File: src/rtl/core/mfre_pkg.sv
`timescale 1ns / 1ps

package mfre_pkg;

   // Width of the signed coordinate arithmetic used for clipping and band limits.
   localparam int COORD_W = 12;
   localparam logic signed [COORD_W-1:0] ONE_S = 1;

   localparam logic [1:0] ACT_CLEAR = 2'd0;
   localparam logic [1:0] ACT_BOX   = 2'd1;
   localparam logic [1:0] ACT_READ  = 2'd2;

   typedef enum logic [6:0] {
      ST_SWEEP  = 7'b0000001,
      ST_IDLE   = 7'b0000010,
      ST_CLIP   = 7'b0000100,
      ST_BAND   = 7'b0001000,
      ST_READ   = 7'b0010000,
      ST_MODIFY = 7'b0100000,
      ST_DONE   = 7'b1000000
   } state_type;

   // Limits that shape the pixel mask of one column byte.
   typedef struct packed {
      logic                      clear_mode;
      logic signed [COORD_W-1:0] y_lo;
      logic signed [COORD_W-1:0] y_hi;
      logic signed [COORD_W-1:0] top_lim;
      logic signed [COORD_W-1:0] bot_lim;
      logic signed [COORD_W-1:0] left_lim;
      logic signed [COORD_W-1:0] right_lim;
   } mask_ctrl_type;

endpackage

File: src/rtl/core/mfre_mask_unit.sv
`timescale 1ns / 1ps

module mfre_mask_unit (
   input  mfre_pkg::mask_ctrl_type                   ctrl,
   input  logic signed [mfre_pkg::COORD_W-1:0]       col,
   input  logic signed [mfre_pkg::COORD_W-1:0]       row_base,
   output logic [7:0]                                mask
);

   import mfre_pkg::*;

   logic                      col_band;
   logic signed [COORD_W-1:0] row [8];

   assign col_band = (col < ctrl.left_lim) || (col > ctrl.right_lim);

   // Each bit of the byte is one row; the eight compares are independent.
   always_comb begin
      for (int n = 0; n < 8; n++) begin
         row[n]  = row_base + COORD_W'(n);
         mask[n] = (row[n] >= ctrl.y_lo) && (row[n] <= ctrl.y_hi) &&
                   (ctrl.clear_mode || col_band ||
                    (row[n] < ctrl.top_lim) || (row[n] > ctrl.bot_lim));
      end
   end

endmodule

File: config.mk
export PLATFORM = sky130hd
export DESIGN_NAME = mfre_mask_unit
export DESIGN_NICKNAME = d
export VERILOG_FILES = /design/src/rtl/core/mfre_pkg.sv /design/src/rtl/core/mfre_mask_unit.sv
export SDC_FILE = /design/constraint.sdc
export NUM_CORES = 1
export LEC_CHECK = 0
export BUFFER_PORTS_ARGS = -buffer_cell sky130_fd_sc_hd__buf_2
export CAP_MARGIN = 20
export CORE_UTILIZATION = 30
export DETAILED_ROUTE_END_ITERATION = 8
export GPL_TIMING_DRIVEN = 0
export MAX_ROUTING_LAYER = met4
export PLACE_DENSITY = 0.46
export SYNTH_ARGS = -nofsm -noshare
export SYNTH_HDL_FRONTEND = slang
export SYNTH_SLANG_ARGS = --single-unit
File: constraint.sdc
create_clock -name vclk -period 8.8
set_input_delay 1.76 -clock vclk [all_inputs]
set_output_delay 1.76 -clock vclk [all_outputs]
set_load 0.01 [all_outputs]
After elaboration in Yosys (flattened, before gate mapping)

Index checks and enable logic that the tools add are counted.

Register bits: 0
Input port bits: 97
Output and inout bits: 8
Word-level logic and storage cells: 75

Add/subtract/negate cells: 7
$lt $le $gt $ge: 34
Reduce and logical (&&, ||, !) cells: 34

Operators with widths:

| cell                    | count |
|---|---|
| $gt A12 B12 Y1          | 9 |
| $lt A12 B12 Y1          | 9 |
| $ge A12 B12 Y1          | 8 |
| $le A12 B12 Y1          | 8 |
| $add A12 B4 Y12 const B | 4 |
| $add A12 B3 Y12 const B | 2 |
| $logic_or A1 B1 Y1      | 18 |
| $logic_and A1 B1 Y1     | 16 |
| $add A12 B2 Y12 const B | 1 |

Depth between registers and ports, before layout

Gate-level depths: netlist of the first run.

Depth after elaboration: 6
Depth in mapped cells: 15
Mapped depth without buffers: 14

Least setup slack after synthesis of the first run

No wires, ideal clock.

Path kind: input-to-output
From: in row_base[6] (netlist name)
To: out mask[6]
Arrival time: 4.631 ns
Path slack: 2.409 ns
Stages: 13
Path through: clkbuf_1 nand2_1 nor2_1 nand3_1 nor2_1 xor2_1 ha_1 a21o_1 a2111o_1 a211oi_1 a221o_1 o221ai_1 a221oi_1

Word-level cells in the longest chain between the ends: 5
Elaborated cells on any way between the ends: 9
Those cells by class: 1 x add/sub; 4 x order compare; 4 x reduce/logical

RTL lines:

| item                    | line                 | source |
|---|---|---|
| start: declaration      | mfre_mask_unit.sv:6  | `input logic signed [mfre_pkg::COORD_W-1:0] row_base,` |
| $add A12 B4 Y12 (*)     | mfre_mask_unit.sv:20 | `row[n] = row_base + COORD_W'(n);` |
| $lt A12 B12 Y1          | mfre_mask_unit.sv:23 | `(row[n] < ctrl.top_lim) \|\| (row[n] > ctrl.bot_lim));` |
| $logic_or A1 B1 Y1      | mfre_mask_unit.sv:22 | `(ctrl.clear_mode \|\| col_band \|\|` |
| $logic_or A1 B1 Y1      | mfre_mask_unit.sv:23 |  |
| $logic_and A1 B1 Y1 (*) | mfre_mask_unit.sv:21 | `mask[n] = (row[n] >= ctrl.y_lo) && (row[n] <= ctrl.y_hi) &&` |
| end: declaration        | mfre_mask_unit.sv:7  | `output logic [7:0] mask` |

Mark *: on every way between the ends. The rest lies on a longest branch, timed or not.

Worst setup path in the final report of the first run

From: in row_base[2] (netlist name)
To: out mask[2]

Word-level cells in the longest chain between the ends: 5
Elaborated cells on any way between the ends: 9
Those cells by class: 1 x add/sub; 4 x order compare; 4 x reduce/logical

RTL lines:

| item                    | line |
|---|---|
| $add A12 B3 Y12 (*)     | mfre_mask_unit.sv:20 |
| $lt A12 B12 Y1          | mfre_mask_unit.sv:23 |
| $logic_or A1 B1 Y1      | mfre_mask_unit.sv:22 |
| $logic_or A1 B1 Y1      | mfre_mask_unit.sv:23 |
| $logic_and A1 B1 Y1 (*) | mfre_mask_unit.sv:21 |

Marked as above.

==> key figures, run 1 <==
STA
  – Fin. Hold Viols: 0
  – TNS Setup: 0 ns
  – Number of setup violations in the final report: 0
  – Unrepaired setup endpoints after global routing: no
  – Slew Limit Fails: 0
  – Worst Tran Pin Value: 1.05 ns
  – Final period util: 88.2%
  – Max-slew headroom: 30.3%
  – Min Tclk post-route: 7.76 ns
  – Fmax: 129 MHz

Floorplanning
  – Initial core utilization: 30.5%
  – Core area: 30600 um^2
  – I/O Pins: 105
  – Row cnt: 64
  – Die Wd: 178 um
  – Die Y: 178 um
  – Die area: 31800 um^2

GRT
  – Vias in the first global route: 9092
  – Largest net degree at the start of global routing: 14
  – First-pass GRT wire length: 56500 um
  – GR Overflow Total: 0
  – Antenna violations before repair: 0
  – GR Util All Layers: 25.2%

Routing
  – Post-Route WL: 38900 um
  – Drt drc: 0
  – Vias per cell: 5.58
  – Drt pass-1 iters: 5
  – Routed Antenna Nets: 0
  – DRT iter0 DRCs: 603
  – WL per Instance: 23.2 um
  – DR vias: 9382

Critical path
  – Worst path depth: 17
  – Crit-path cells: buf_2, ha_1, clkbuf_1, nand3_1, nor2_1, and3_1, nand2_1, xnor2_1, ha_1, and4_1, nand3_1, a21oi_1, nor2_1, o22ai_1, a21o_1, a311oi_1, buf_2
  – Kind of critical path: primary input to primary output
  – CP Max Fanout: 9
  – Crit-path max cell delay: 0.54 ns
  – CP Data Arrival Time: 6.00 ns
  – CP delay by family, top: simple AND/OR/NAND/NOR gates
  – CP Launch Type: primary input
  – Crit path max-delay cell type: xnor2_1
  – Buf+Inv Stages, Crit Path: 3
  – CP endpoint kind: primary output
  – CP required: 7.04 ns

Placed design
  – Number of port buffers: 105
  – GPL Wtd Cong: 0.992
  – Post-DP HPWL: 30200 um

Worst hold path
  – Hold path depth: 6
  – Worst Hold Class: primary input to primary output

Layout
  – Commonest cells after routing, fill and taps aside: ha_1 (374), buf_2 (106), inv_1 (105)
  – Antenna Cells: 0
  – Multi-input logic area: 8890 um^2
  – Commonest non-fill, non-tap cell in the layout: ha_1
  – Sequential cell count: 0
  – Filler Cell Count: 3303
  – Layout cell share with drive strength beyond 1: 9.03%
  – Final nets: 1757
  – Clock buf count: 0
  – Reg area: 0 um^2
  – P&R area growth vs syn: 10.9%

Job
  – Max-cap viol count: 0

Clock network
  – Post-CTS sizing: 0
  – Post-CTS Setup Bufs: 0
  – Post-cts hold buffer count: 0

Yosys
  – Area contributors post-synth: ha_1 (50%), a21oi_1 (5.5%), a21o_1 (4.5%)
  – Syn Nets: 1650
  – Warnings, synthesis: 0
  – Synth unique cells: 63
  – Synthesized area: 9330 um^2
  – Syn Area/Cell: 7.91 um^2
  – Yosys top cell area share: 50.2%
  – Largest area contributor in the netlist: ha_1
  – Seq/Total Area, Yosys: 0%
  – Synth Instances: 1179

Pwr
  – Power per cell area: 58.8 nW/um^2
  – Pwr Total: 0.609 mW
  – Max VDD drop: 0.0235 mV
  – Leakage Power: 5.54 nW

Status
  – Outcome: finished, final reports clean
## per-stage QoR
stage	instances	utilization [%]	cell area [um^2]	setup WS (ns)	hold slack, ns
6_report	1680	33.8	10300	1.04	4.28
5_1_grt	1680	33.8	10300	0.834	4.34
4_1_cts	1680	33.8	10300	1.04	4.27
3_5_place_dp	1680	33.8	10300	1.05	4.27
3_3_place_gp	1680	33.8	10300	1.08	4.28
2_1_floorplan	1179	-	9330	2.41	3.90
## tightest hold or removal path, delay by kind of cell
kind / cells / cell delay [ns]
buffers and inverters: 2 / 0.22
AO/OA/AOI/OAI: 4 / 0.53
## cell families (layout without fill, tap and decap cells)
logic type / Yosys count / in the layout / synth area share [%]
multiplexers: 3 / 3 / 0.335
AO/OA/AOI/OAI: 321 / 321 / 22.8
buffers and inverters: 117 / 222 / 4.72
XOR/XNOR: 64 / 64 / 6.01
AND/OR/NAND/NOR: 300 / 300 / 15.9
adder cells (fa/ha/maj): 374 / 374 / 50.2
## where the power goes
group / switching (mW) / internal (mW)
registers: 0 / 0
logic: 0.375 / 0.233
clock network: 0 / 0
total: 0.375 / 0.233
## path summary, 6_finish.rpt
check	from	to	slack, ns
worst max-delay path	row_base[2]	mask[2]	1.04
worst min-delay path	ctrl[72]	mask[3]	4.28
## routing by layer
metal,track usage [%],part of all wire [%],wire [um],vias to the layer above
li1,-,-,-,4684
met1,31.7,45,17500,4364
met2,42.4,47,18300,266
met3,1.60,4.2,1650,68
met4,8.58,3.9,1500,0
met5,-,0,0,-
## cell usage after synthesis (all sizes together) (6+ instances only)
library cell / count
a21o: 56
xnor2: 26
o21ai: 43
a21oi: 103
and4: 9
o211ai: 14
nor2: 84
a211oi: 17
inv: 105
a2111oi: 16
nand4: 36
ha: 374
o21a: 8
o2111ai: 6
a31oi: 10
a221oi: 6
buf: 7
nor3: 9
and3: 11
nand2: 76
xor2: 38
nand3: 30
nor2b: 19
## layout make-up
cell class | instances | share of cell area (%)
Buffer | 12 | 0.447
Inverter | 105 | 3.81
Multi-Input combinational cell | 1062 | 85.9
Tap cell | 396 | 4.79
Timing Repair Buffer | 105 | 5.08
Note: power is estimated with default switching activity, not from simulation.
==> run 2, diff against run 1 <==
CORE_MARGIN = 2   (was default)
SETUP_SLACK_MARGIN = 0.2   (was default)
==> key figures, run 2 (synthesis results as in run 1) <==
Pwr
  – Max VDD drop: 0.0178 mV (was 0.0235 mV)
  – Pwr Total: 0.608 mW (was 0.609 mW)
  – Leakage Power: 5.54 nW (unchanged)
  – Power per cell area: 58.7 nW/um^2 (was 58.8 nW/um^2)

STA
  – Fmax: 128 MHz (was 129 MHz)
  – Worst Tran Pin Value: 1.09 ns (was 1.05 ns)
  – Fin. Hold Viols: 0 (unchanged)
  – Final period util: 89.0% (was 88.2%)
  – TNS Setup: 0 ns (unchanged)
  – Number of setup violations in the final report: 0 (unchanged)
  – Min Tclk post-route: 7.83 ns (was 7.76 ns)
  – Max-slew headroom: 27.3% (was 30.3%)
  – Final worst slack: 0.966 ns (was 1.04 ns)
  – Slew Limit Fails: 0 (unchanged)
  – Unrepaired setup endpoints after global routing: no (unchanged)

Placed design
  – Pre-CTS setup slack: 1.17 ns (was 1.05 ns)
  – GPL Wtd Cong: 0.960 (was 0.992)
  – Post-DP HPWL: 30200 um (about the same)
  – Cells after DPL: 1680 (unchanged)
  – Number of port buffers: 105 (unchanged)

Floorplanning
  – Row cnt: 64 (unchanged)
  – Initial core utilization: 30.5% (unchanged)
  – Die area: 32500 um^2 (was 31800 um^2)
  – Die Y: 180 um (was 178 um)
  – Core area: 30600 um^2 (unchanged)
  – Die Wd: 180 um (was 178 um)
  – I/O Pins: 105 (unchanged)

Routing
  – Drt drc: 0 (unchanged)
  – DR vias: 9458 (was 9382)
  – Post-Route WL: 38900 um (about the same)
  – Drt pass-1 iters: 5 (unchanged)
  – Routed Antenna Nets: 0 (unchanged)
  – DRT iter0 DRCs: 566 (was 603)
  – WL per Instance: 23.2 um (about the same)
  – Vias per cell: 5.63 (was 5.58)

Clock network
  – Post-CTS Setup Bufs: 0 (unchanged)
  – Post-CTS sizing: 0 (unchanged)
  – Post-cts hold buffer count: 0 (unchanged)

Critical path
  – Kind of critical path: primary input to primary output (unchanged)
  – Crit path max-delay cell type: xnor2_1 (unchanged)
  – Buf+Inv Stages, Crit Path: 3 (unchanged)
  – CP required: 7.04 ns (about the same)
  – CP Launch Type: primary input (unchanged)
  – CP Data Arrival Time: 6.07 ns (was 6.00 ns)
  – CP Max Fanout: 9 (unchanged)
  – CP delay by family, top: simple AND/OR/NAND/NOR gates (unchanged)
  – Crit-path max cell delay: 0.57 ns (was 0.54 ns)
  – Crit-path cells: buf_2, ha_1, clkbuf_1, nand3_1, nor2_1, and3_1, nand2_1, xnor2_1, ha_1, nand4_1, nor3_1, a221oi_1, o21ai_0, a222oi_1, a21oi_1, buf_2 (was buf_2, ha_1, clkbuf_1, nand3_1, nor2_1, and3_1, nand2_1, xnor2_1, ha_1, and4_1, nand3_1, a21oi_1, nor2_1, o22ai_1, a21o_1, a311oi_1, buf_2)
  – CP endpoint kind: primary output (unchanged)

Layout
  – Filler Cell Count: 3304 (was 3303)
  – Final Non-Filler Cells: 1680 (unchanged)
  – Commonest cells after routing, fill and taps aside: ha_1 (374), buf_2 (106), inv_1 (105) (unchanged)
  – Clock buf count: 0 (unchanged)
  – Antenna Cells: 0 (unchanged)
  – Layout cell share with drive strength beyond 1: 9.03% (unchanged)
  – P&R area growth vs syn: 10.9% (unchanged)
  – Reg area: 0 um^2 (unchanged)
  – Commonest non-fill, non-tap cell in the layout: ha_1 (unchanged)
  – Final nets: 1757 (unchanged)
  – Sequential cell count: 0 (unchanged)
  – Util after Layout: 33.8% (unchanged)

Status
  – Outcome: finished, final reports clean (unchanged)

GRT
  – Vias in the first global route: 9266 (was 9092)
  – First-pass GRT wire length: 57100 um (was 56500 um)
  – GR Overflow Total: 0 (unchanged)
  – Antenna violations before repair: 0 (unchanged)
  – Largest net degree at the start of global routing: 14 (unchanged)
  – GR Util All Layers: 24.0% (was 25.2%)

Job
  – Max-cap viol count: 0 (unchanged)

Worst hold path
  – Worst Hold Class: primary input to primary output (unchanged)
==> run 2: cell counts in the layout (fill, tap and decap cells not counted) <==
No cell type changed its count.
==> run 2: per-stage QoR <==
step / instance area, um^2 / hold slack [ns]
after floorplan: 9330 / 3.90
after global placement: 10300 / 4.30
after detailed placement: 10300 / 4.29
after CTS: 10300 / 4.30
after global routing: 10300 / 4.33
final: 10300 / 4.28
==> run 2: path summary, 6_finish.rpt <==
| path | from | endpoint | depth (start not counted) |
|---|---|---|---|
| worst max-delay path | row_base[2] | mask[3] | 16 |
| worst min-delay path | ctrl[72] | mask[3] | 6 |
==> run 2: layer usage <==
| metal | vias up | GRT usage, % | routed length (um) |
|---|---|---|---|
| li1 | 4681 | - | - |
| met1 | 4448 | 29.9 | 17200 |
| met2 | 267 | 40.5 | 18200 |
| met3 | 62 | 2.81 | 2160 |
| met4 | 0 | 7.13 | 1410 |
| met5 | - | - | 0 |
==> run 2: cell type report <==
class / count / area, um^2 / area share [%]
tap: 396 / 495 / 4.79
inverter: 105 / 394 / 3.81
buffer: 12 / 46.3 / 0.447
timing repair buffer: 105 / 526 / 5.08
multi-input combinational: 1062 / 8890 / 85.9
==> run 2: report_power, final <==
part	switching (mW)	total (mW)	leakage [nW]	internal (mW)
registers	0	0	0	0
clock network	0	0	0	0
logic	0.375	0.608	5.54	0.233
total	0.375	0.608	5.54	0.233
